## src/sv/ptt_pkg.sv

```systemverilog
// Shared types, codes and the microcode program of the periodic timer table.
`timescale 1ns / 1ps

package ptt_pkg;

    // Defaults for the top-level parameters.
    localparam int SLOTS_DEF     = 3;
    localparam int KEY_WIDTH_DEF = 8;

    // Fixed field widths of the stream items.
    localparam int CMD_W       = 2;
    localparam int KEY_FIELD_W = 8;
    localparam int PERIOD_W    = 16;
    localparam int STATUS_W    = 2;
    localparam int IN_DATA_W   = KEY_FIELD_W + PERIOD_W;
    localparam int OUT_DATA_W  = KEY_FIELD_W;
    localparam int OUT_USER_W  = 1 + STATUS_W;

    // Command codes.
    localparam logic [CMD_W-1:0] CMD_TICK  = 2'd0;
    localparam logic [CMD_W-1:0] CMD_START = 2'd1;
    localparam logic [CMD_W-1:0] CMD_STOP  = 2'd2;

    // Status codes.
    localparam logic [STATUS_W-1:0] ST_OK       = 2'd0;
    localparam logic [STATUS_W-1:0] ST_FULL     = 2'd1;
    localparam logic [STATUS_W-1:0] ST_NOTFOUND = 2'd2;

    // Program steps.
    typedef enum logic [2:0] {
        S_IDLE,
        S_TICK,
        S_EMIT,
        S_FIND,
        S_STOP,
        S_REPLY
    } step_t;

    // Datapath operations selected by a control word.
    typedef enum logic [2:0] {
        OP_ACCEPT,
        OP_TICK,
        OP_EMIT,
        OP_FIND,
        OP_STOP,
        OP_REPLY
    } op_t;

    // Jump conditions.
    typedef enum logic {
        C_DONE,
        C_DISPATCH
    } cond_t;

    typedef struct packed {
        op_t   op;
        cond_t cond;
        step_t target;
        step_t alt;
    } ctl_word_t;

    // Status from the datapath to the sequencer.
    typedef struct packed {
        logic             hold;
        logic             done;
        logic [CMD_W-1:0] cmd;
        logic             key_nz;
    } seq_flags_t;

    // Microcode ROM: one control word per step.
    function automatic ctl_word_t ptt_ucode(input step_t step);
        ctl_word_t w;
        unique case (step)
            S_IDLE:  w = '{op: OP_ACCEPT, cond: C_DISPATCH, target: S_IDLE,  alt: S_IDLE};
            S_TICK:  w = '{op: OP_TICK,   cond: C_DONE,     target: S_EMIT,  alt: S_TICK};
            S_EMIT:  w = '{op: OP_EMIT,   cond: C_DONE,     target: S_IDLE,  alt: S_EMIT};
            S_FIND:  w = '{op: OP_FIND,   cond: C_DONE,     target: S_REPLY, alt: S_FIND};
            S_STOP:  w = '{op: OP_STOP,   cond: C_DONE,     target: S_REPLY, alt: S_STOP};
            S_REPLY: w = '{op: OP_REPLY,  cond: C_DONE,     target: S_IDLE,  alt: S_REPLY};
            default: w = '{op: OP_ACCEPT, cond: C_DONE,     target: S_IDLE,  alt: S_IDLE};
        endcase
        return w;
    endfunction

endpackage

```

## src/sv/ptt_seq.sv

```systemverilog
// Microcode sequencer: step counter, control ROM and conditional jumps.
`timescale 1ns / 1ps

module ptt_seq (
    input  logic                   clk,
    input  logic                   rst_n,
    input  ptt_pkg::seq_flags_t    flags,
    output ptt_pkg::ctl_word_t     ctl
);
    import ptt_pkg::*;

    step_t     step_reg;
    step_t     step_next;
    ctl_word_t word;

    always_ff @(posedge clk or negedge rst_n)
    begin
        if (!rst_n)
        begin
            step_reg <= S_IDLE;
        end
        else
        begin
            step_reg <= step_next;
        end
    end

    // Next step: hold while stalled, else take the word's jump.
    always_comb
    begin
        word      = ptt_ucode(step_reg);
        step_next = step_reg;
        if (!flags.hold)
        begin
            unique case (word.cond)
                C_DISPATCH:
                begin
                    unique case (flags.cmd)
                        CMD_TICK:  step_next = S_TICK;
                        CMD_START: step_next = flags.key_nz ? S_FIND : S_REPLY;
                        CMD_STOP:  step_next = flags.key_nz ? S_STOP : S_REPLY;
                        default:   step_next = S_REPLY;
                    endcase
                end
                C_DONE:  step_next = flags.done ? word.target : word.alt;
                default: step_next = S_IDLE;
            endcase
        end
    end

    // Control word out.
    always_comb
    begin
        ctl = ptt_ucode(step_reg);
    end

endmodule

```

## src/sv/periodic_timer_table_unit.sv

```systemverilog
// Top level of the periodic timer table: slot storage, datapath and result register.
`timescale 1ns / 1ps

// Channel   Dir  Signals                      Contents
// s_axis    in   tvalid tready tdata tuser    tuser: cmd; tdata: client_key, period_ticks
// m_axis    out  tvalid tready tdata tuser    tuser: fired, status; tdata: fired_key
//                tlast                        tlast: last result of the item
//
// Walk: an item is taken at the accept step, then a microcoded walk visits one slot a cycle
// while no stalled result register holds it. A tick walks every slot to advance the counts,
// then lists the fired keys in slot order; start and stop search the slots for a nonzero key,
// then reply. The single slot read port and the one-slot-a-cycle walk set each walk's length.
// Reset clears every slot at once, so the table is usable straight after reset.
// A stalled result register holds the walk only at the step that must load a result.

module periodic_timer_table_unit #(
    parameter int SLOTS     = ptt_pkg::SLOTS_DEF,
    parameter int KEY_WIDTH = ptt_pkg::KEY_WIDTH_DEF
) (
    input  logic                            clk,
    input  logic                            rst_n,
    input  logic                            s_axis_tvalid,
    output logic                            s_axis_tready,
    // client_key [7:0], period_ticks [23:8]
    input  logic [ptt_pkg::IN_DATA_W-1:0]   s_axis_tdata,
    // cmd [1:0]
    input  logic [ptt_pkg::CMD_W-1:0]       s_axis_tuser,
    output logic                            m_axis_tvalid,
    input  logic                            m_axis_tready,
    // fired_key [7:0]
    output logic [ptt_pkg::OUT_DATA_W-1:0]  m_axis_tdata,
    // fired [0], status [2:1]
    output logic [ptt_pkg::OUT_USER_W-1:0]  m_axis_tuser,
    output logic                            m_axis_tlast
);
    import ptt_pkg::*;

    // Stored key width: the low KEY_WIDTH bits of the key field are kept, at most all 8 of them.
    localparam int KEY_W = (KEY_WIDTH < KEY_FIELD_W) ? KEY_WIDTH : KEY_FIELD_W;
    localparam int IDX_W = (SLOTS > 1) ? $clog2(SLOTS) : 1;
    localparam logic [IDX_W-1:0] IDX_LAST = IDX_W'(SLOTS - 1);

    // Slot storage, all cleared by reset.
    logic [KEY_W-1:0]    slot_key_reg    [SLOTS];
    logic [PERIOD_W-1:0] slot_period_reg [SLOTS];
    logic [PERIOD_W-1:0] slot_count_reg  [SLOTS];

    // Walk state.
    logic [KEY_W-1:0]    key_reg,        key_next;
    logic [PERIOD_W-1:0] period_reg,     period_next;
    logic [IDX_W-1:0]    idx_reg,        idx_next;
    logic [SLOTS-1:0]    fire_mask_reg,  fire_mask_next;
    logic                free_found_reg, free_found_next;
    logic [IDX_W-1:0]    free_idx_reg,   free_idx_next;
    logic [STATUS_W-1:0] status_reg,     status_next;

    // Result register.
    logic                   out_valid_reg,  out_valid_next;
    logic                   out_fired_reg;
    logic [KEY_FIELD_W-1:0] out_key_reg;
    logic [STATUS_W-1:0]    out_status_reg;
    logic                   out_last_reg;

    ctl_word_t  ctl;
    seq_flags_t flags;

    // Combinational datapath signals.
    logic [KEY_W-1:0]    in_key;
    logic [KEY_W-1:0]    rd_key;
    logic [PERIOD_W-1:0] rd_period;
    logic [PERIOD_W-1:0] rd_count;
    logic [PERIOD_W-1:0] cnt_inc;
    logic                idx_last;
    logic                rd_match;
    logic                rd_empty;
    logic                rd_active;
    logic                rd_fire;
    logic [SLOTS-1:0]    mask_rem;
    logic                out_free;
    logic                hold;
    logic                done;

    logic                wr_en;
    logic [IDX_W-1:0]    wr_idx;
    logic [KEY_W-1:0]    wr_key;
    logic [PERIOD_W-1:0] wr_period;
    logic [PERIOD_W-1:0] wr_count;

    logic                   out_load;
    logic                   out_fired;
    logic [KEY_FIELD_W-1:0] out_key;
    logic [STATUS_W-1:0]    out_status;
    logic                   out_last;

    ptt_seq u_seq (
        .clk   (clk),
        .rst_n (rst_n),
        .flags (flags),
        .ctl   (ctl)
    );

    assign in_key    = s_axis_tdata[KEY_W-1:0];
    assign rd_key    = slot_key_reg[idx_reg];
    assign rd_period = slot_period_reg[idx_reg];
    assign rd_count  = slot_count_reg[idx_reg];
    assign cnt_inc   = rd_count + 1'b1;
    assign idx_last  = (idx_reg == IDX_LAST);
    assign rd_match  = (rd_key == key_reg);
    assign rd_empty  = (rd_key == '0);
    assign rd_active = !rd_empty && (rd_period != '0);
    assign rd_fire   = rd_active && (cnt_inc == rd_period);
    assign mask_rem  = fire_mask_reg & ~(SLOTS'(1) << idx_reg);
    assign out_free  = !out_valid_reg || m_axis_tready;

    assign s_axis_tready = (ctl.op == OP_ACCEPT);

    assign flags = '{hold: hold, done: done, cmd: s_axis_tuser, key_nz: (in_key != '0)};

    // Datapath: tick, emit, find and stop walk one slot per cycle while the result register does not stall.
    always_comb
    begin
        key_next        = key_reg;
        period_next     = period_reg;
        idx_next        = idx_reg;
        fire_mask_next  = fire_mask_reg;
        free_found_next = free_found_reg;
        free_idx_next   = free_idx_reg;
        status_next     = status_reg;
        hold            = 1'b0;
        done            = 1'b0;
        wr_en           = 1'b0;
        wr_idx          = idx_reg;
        wr_key          = rd_key;
        wr_period       = rd_period;
        wr_count        = rd_count;
        out_load        = 1'b0;
        out_fired       = 1'b0;
        out_key         = '0;
        out_status      = ST_OK;
        out_last        = 1'b1;

        unique case (ctl.op)
            OP_ACCEPT:
            begin
                hold = !s_axis_tvalid;
                if (s_axis_tvalid)
                begin
                    key_next        = in_key;
                    period_next     = s_axis_tdata[KEY_FIELD_W +: PERIOD_W];
                    idx_next        = '0;
                    fire_mask_next  = '0;
                    free_found_next = 1'b0;
                    free_idx_next   = '0;
                    status_next     = ST_OK;
                end
            end
            OP_TICK:
            begin
                done = idx_last;
                if (rd_active)
                begin
                    wr_en    = 1'b1;
                    wr_count = rd_fire ? '0 : cnt_inc;
                end
                if (rd_fire)
                begin
                    fire_mask_next[idx_reg] = 1'b1;
                end
                idx_next = idx_last ? '0 : idx_reg + 1'b1;
            end
            OP_EMIT:
            begin
                if (fire_mask_reg == '0)
                begin
                    // Nothing expired: a single empty result.
                    hold     = !out_free;
                    done     = 1'b1;
                    out_load = out_free;
                end
                else if (fire_mask_reg[idx_reg])
                begin
                    hold      = !out_free;
                    done      = (mask_rem == '0);
                    out_load  = out_free;
                    out_fired = 1'b1;
                    out_key   = KEY_FIELD_W'(rd_key);
                    out_last  = (mask_rem == '0);
                    if (out_free)
                    begin
                        fire_mask_next = mask_rem;
                        idx_next       = idx_last ? '0 : idx_reg + 1'b1;
                    end
                end
                else
                begin
                    idx_next = idx_reg + 1'b1;
                end
            end
            OP_FIND:
            begin
                if (rd_match)
                begin
                    done      = 1'b1;
                    wr_en     = 1'b1;
                    wr_period = period_reg;
                    wr_count  = '0;
                end
                else if (idx_last)
                begin
                    // No slot holds the key: claim the first empty one.
                    done = 1'b1;
                    if (free_found_reg || rd_empty)
                    begin
                        wr_en     = 1'b1;
                        wr_idx    = free_found_reg ? free_idx_reg : idx_reg;
                        wr_key    = key_reg;
                        wr_period = period_reg;
                        wr_count  = '0;
                    end
                    else
                    begin
                        status_next = ST_FULL;
                    end
                end
                else
                begin
                    if (rd_empty && !free_found_reg)
                    begin
                        free_found_next = 1'b1;
                        free_idx_next   = idx_reg;
                    end
                    idx_next = idx_reg + 1'b1;
                end
            end
            OP_STOP:
            begin
                if (rd_match)
                begin
                    done      = 1'b1;
                    wr_en     = 1'b1;
                    wr_key    = '0;
                    wr_period = '0;
                    wr_count  = '0;
                end
                else if (idx_last)
                begin
                    done        = 1'b1;
                    status_next = ST_NOTFOUND;
                end
                else
                begin
                    idx_next = idx_reg + 1'b1;
                end
            end
            OP_REPLY:
            begin
                hold       = !out_free;
                done       = 1'b1;
                out_load   = out_free;
                out_status = status_reg;
            end
            default:
            begin
                hold = 1'b0;
            end
        endcase
    end

    always_comb
    begin
        if (out_load)
        begin
            out_valid_next = 1'b1;
        end
        else if (m_axis_tready)
        begin
            out_valid_next = 1'b0;
        end
        else
        begin
            out_valid_next = out_valid_reg;
        end
    end

    // Slot storage.
    always_ff @(posedge clk or negedge rst_n)
    begin
        if (!rst_n)
        begin
            for (int i = 0; i < SLOTS; i++)
            begin
                slot_key_reg[i]    <= '0;
                slot_period_reg[i] <= '0;
                slot_count_reg[i]  <= '0;
            end
        end
        else if (wr_en)
        begin
            slot_key_reg[wr_idx]    <= wr_key;
            slot_period_reg[wr_idx] <= wr_period;
            slot_count_reg[wr_idx]  <= wr_count;
        end
    end

    // Walk control state.
    always_ff @(posedge clk or negedge rst_n)
    begin
        if (!rst_n)
        begin
            idx_reg        <= '0;
            fire_mask_reg  <= '0;
            free_found_reg <= 1'b0;
            free_idx_reg   <= '0;
            status_reg     <= ST_OK;
            out_valid_reg  <= 1'b0;
        end
        else
        begin
            idx_reg        <= idx_next;
            fire_mask_reg  <= fire_mask_next;
            free_found_reg <= free_found_next;
            free_idx_reg   <= free_idx_next;
            status_reg     <= status_next;
            out_valid_reg  <= out_valid_next;
        end
    end

    // Item and result payload.
    always_ff @(posedge clk)
    begin
        key_reg    <= key_next;
        period_reg <= period_next;
        if (out_load)
        begin
            out_fired_reg  <= out_fired;
            out_key_reg    <= out_key;
            out_status_reg <= out_status;
            out_last_reg   <= out_last;
        end
    end

    assign m_axis_tvalid = out_valid_reg;
    assign m_axis_tdata  = out_key_reg;
    assign m_axis_tuser  = {out_status_reg, out_fired_reg};
    assign m_axis_tlast  = out_last_reg;

    // A result is loaded only into a free result register.
    a_load_free: assert property (@(posedge clk) disable iff (!rst_n)
        out_load |-> out_free)
        else $error("result loaded over an untaken result");

    // Loading the final result of an item returns the program to the accept step.
    a_last_idle: assert property (@(posedge clk) disable iff (!rst_n)
        (out_load && out_last) |=> s_axis_tready)
        else $error("sequencer did not return to accept after last result");

    // All fired slots have been listed before a new item is taken.
    a_mask_drained: assert property (@(posedge clk) disable iff (!rst_n)
        s_axis_tready |-> (fire_mask_reg == '0))
        else $error("fired slots left unreported");

    // The walk never leaves the table.
    a_idx_range: assert property (@(posedge clk) disable iff (!rst_n)
        idx_reg <= IDX_LAST)
        else $error("slot index out of range");

endmodule
```

## config.mk

```make
export PLATFORM = sky130hd
export DESIGN_NAME = periodic_timer_table_unit
export DESIGN_NICKNAME = d
export VERILOG_FILES = /design/src/sv/ptt_pkg.sv /design/src/sv/ptt_seq.sv /design/src/sv/periodic_timer_table_unit.sv
export SDC_FILE = /design/constraint.sdc
export NUM_CORES = 1
export LEC_CHECK = 0
export ABC_CLOCK_PERIOD_IN_PS = 5000
export BUFFER_PORTS_ARGS = -buffer_cell sky130_fd_sc_hd__buf_2
export CAP_MARGIN = 5
export CORE_ASPECT_RATIO = 1.2
export CORE_MARGIN = 2
export CORE_UTILIZATION = 30
export DETAILED_ROUTE_END_ITERATION = 16
export GPL_TIMING_DRIVEN = 1
export HOLD_SLACK_MARGIN = 0.08
export SLEW_MARGIN = 20
export SYNTH_ARGS = -nofsm -noshare
export SYNTH_HDL_FRONTEND = slang
export SYNTH_SLANG_ARGS = --single-unit
export TNS_END_PERCENT = 5
```

## constraint.sdc

```tcl
create_clock -name clk -period 5 [get_ports clk]
set_clock_uncertainty 0.2 [all_clocks]
set_input_delay 0.25 -clock clk [delete_from_list [all_inputs] [get_ports clk]]
set_output_delay 0.25 -clock clk [all_outputs]
set_load 0.01 [all_outputs]
```

==> qor.csv <==
stage,metric,value,unit
run_status,status,"finished, final reports clean",
sta,fmax,220,MHz
floorplan,core,30400,µm²
layout,regArea,4440,µm²
cts,cts-root-buf,clkbuf_16,
detailed_routing,drtAntennaViolNets,0,
logic_synthesis,syn_inst,964,
detailed_routing,dr.first_iter.drc_count,566,
global_route,antenna_found_initial,0,
min_path,hold_path_class,primary input to flip-flop,
sta,hold_viol,0,
cts,post_cts.repair.setup_buffers,0,
logic_synthesis,yosysTopAreaCell,dfrtp_1,
floorplan,dieArea,32100,µm²
logic_synthesis,synth_flop_cell,dfrtp_1,
sta,slew_viol_final,0,
detailed_routing,totalWireLength,24100,µm
layout,utilization,35.4,%
sta,grt_setup_unrepaired,no,
sta,tightest_slew,0.891,ns
floorplan,dieHeight,196,µm
critical_path,reg2reg_depth,11,
critical_path,critPathKind,flip-flop to flip-flop,
sta,fin_crit_sh,90.8,%
floorplan,io-pin-count,44,
power,switching_share,34.4,%
layout,fillCellCount,3058,
floorplan,initial_core_util,30.3,%
detailed_routing,first_pass_iters,5,
detailed_routing,num_vias,7348,
sta,fin_crit,4.54,ns
cts,clock_path_buffers,2,
logic_synthesis,ys_types,67,
floorplan,die_x,164,µm
logic_synthesis,synth_commonest_cells,"nand2_1 (161), dfrtp_1 (134), o21ai_0 (109)",
layout,multiInputGateArea,4420,µm²
critical_path,worstPathRequired,5.10,ns
critical_path,r2r_setup_slack,0.46,ns
job,maxCapViolCount,0,
logic_synthesis,syn_area,9210,µm²
critical_path,start_kind,flip-flop,
critical_path,worstPathMaxFanout,33,
cts,insertion_delay,0.44,ns
layout,final_cell_area,10800,µm²
logic_synthesis,avgSynthCellArea,9.55,µm²
logic_synthesis,synth_top_area_share,36.4,%
critical_path,crit_end,slot_count_reg[45],
sta,fin_setup_tns,0,ns
cts,cts_tree,built,
critical_path,r2r_start,idx_reg[1],
power,p_seq_share,41.2,%
logic_synthesis,synth-edff-count,36,
logic_synthesis,syn_nets,1000,
global_route,grt_usage,15.5,%
critical_path,cp-end-kind,flip-flop,
detailed_routing,avgViaCountPerCell,5.14,
logic_synthesis,synth_seq_area_share,48.1,%
power,power_density,377,nW/µm²
cts,clock_sinks,170,
layout,drive_gt1_share,16.9,%
detailed_routing,avgRoutedWirePerCell,16.9,µm
logic_synthesis,ys_warn_count,0,
power,power_leakage,4.29,nW
placed_design,buffer_ports.inserted,43,
power,ir_drop,0.276,mV
global_route,overflow,0,
logic_synthesis,yosys_register_bits,170,
placed_design,placed_cell_area,9870,µm²
global_route,grt_start_max_net_pins,92,
critical_path,r2r_end,slot_count_reg[45],
critical_path,critPathLaunch,idx_reg[1],
logic_synthesis,synth.area.top_cells,"dfrtp_1 (36%), edfxtp_1 (12%), nand2_1 (6.6%)",
power,combPwrFrac,25.6,%
layout,diodes,0,
global_route,grt_pass1_vias,7244,
sta,maxSlewHeadroom,40.4,%
detailed_routing,drc_errors,0,
logic_synthesis,synthArstFlopShare,78.8,%
critical_path,worstPathArrival,4.64,ns
power,p_sw,0.00140,W
global_route,grt_first_pass_wirelength,38800,µm
cts,cts_made_buffers,17,
logic_synthesis,yosysMostFrequentCell,nand2_1,
power,p_int,0.00266,W
cts,htreeDepth,4,
power,pwr-share-clk,33.2,%
layout,areaGrowthSynthToFinish,16.8,%
cts,clk_pin_slew_worst_paths,0.07,ns
placed_design,gp_congestion,0.874,
sta,finalSetupViolCount,0,
floorplan,rows,70,
layout,fin_nets,1057,
placed_design,dp_hpwl,16100,µm
how the worst min path moves through the flow:
stage                   from           endpoint  slack, ns  cells past startpoint
3_3_place_gp           rst_n      m_axis_tvalid       0.20                      1
3_5_place_dp           rst_n      m_axis_tvalid       0.20                      1
4_1_cts        s_axis_tvalid  u_seq.step_reg[0]       0.21                      5
6_report       s_axis_tvalid  u_seq.step_reg[0]       0.22                      5
5_1_grt        s_axis_tvalid  u_seq.step_reg[0]       0.29                      5
2_1_floorplan          rst_n   fire_mask_reg[0]      -0.25                      0
routing by layer:
layer	part of all wire, %	global-route usage (%)	wire length (µm)	vias to the layer above
li1	-	-	-	3585
met1	46	20.0	11000	3553
met2	48	25.7	11700	180
met3	4.0	3.23	974	30
met4	2.0	5.00	474	0
met5	0	0	0	-
power by group through the flow:
stage	clock [W]	sequential [W]	combinational, W
after detailed placement	0	0.00170	0.00102
final	0.00135	0.00167	0.00104
after global placement	0	0.00170	0.00101
after global routing	0.00143	0.00169	0.00115
after CTS	0.00137	0.00167	0.00104
after floorplan	0	0.00165	0.000732
through the flow:
stage / power [W] / cells / hold WS (ns) / setup WS, ns
floorplan: 0.00239 / 964 / -0.246 / 1.21
global route: 0.00427 / 1430 / 0.286 / 0.215
detailed placement: 0.00272 / 1369 / 0.201 / 0.504
finish: 0.00406 / 1430 / 0.217 / 0.459
CTS: 0.00408 / 1430 / 0.206 / 0.460
global placement: 0.00271 / 1369 / 0.196 / 0.501
kinds of logic (layout without fill, tap and decap cells):
family | count (synthesis) | count (layout) | synth area share [%]
AOI/OAI and AO/OA | 257 | 257 | 17.6
xor gates and xnor gates | 29 | 29 | 2.76
buffers and inverters | 79 | 149 | 3.99
and+or+nand+nor | 338 | 338 | 16.7
adders and majority gates | 6 | 6 | 0.815
muxes | 85 | 85 | 9.97
DFF | 170 | 170 | 48.1
layout make-up:
cell class | count | area share, %
clock buffers | 22 | 4.72
repair buffers | 102 | 6.96
multi-input cells | 715 | 41.1
inverters | 15 | 0.523
clock inverters | 10 | 0.860
flip-flops and latches | 170 | 41.2
well taps | 396 | 4.60
layout by cell type (no fill, tap or decap), types with 13 or more instances in the layout:
| cell type | n |
|---|---|
| edfxtp_1 | 36 |
| dfrtp_1 | 133 |
| inv_1 | 14 |
| a22oi_1 | 13 |
| buf_2 | 42 |
| nand3_1 | 16 |
| buf_4 | 29 |
| nand2_1 | 161 |
| nor3_1 | 16 |
| o22ai_1 | 14 |
| xor2_1 | 15 |
| nor2_1 | 74 |
| mux2i_1 | 40 |
| mux2_2 | 44 |
| o21ai_0 | 109 |
| o2bb2ai_1 | 27 |
| clkbuf_16 | 20 |
| a21oi_1 | 38 |
| xnor2_1 | 14 |
| dlygate4sd3_1 | 29 |
critical path, stage by stage (launching register included):
cell and delay, ns:
dfrtp_2 0.55, nor2b_4 0.62, buf_4 0.30, o2bb2ai_1 0.26, nand3_1 0.39, or2_2 0.48, nor3_1 0.40, xnor2_1 0.21
o211ai_2 0.16, nor4_4 0.30, buf_4 0.35, o21ai_0 0.16
repair_timing:
action                    in CTS  in global routing
resized for setup              0                  0
hold buffers                  29                  0
hold endpoints to repair     117                  0
(Power assumes the default switching activity.)
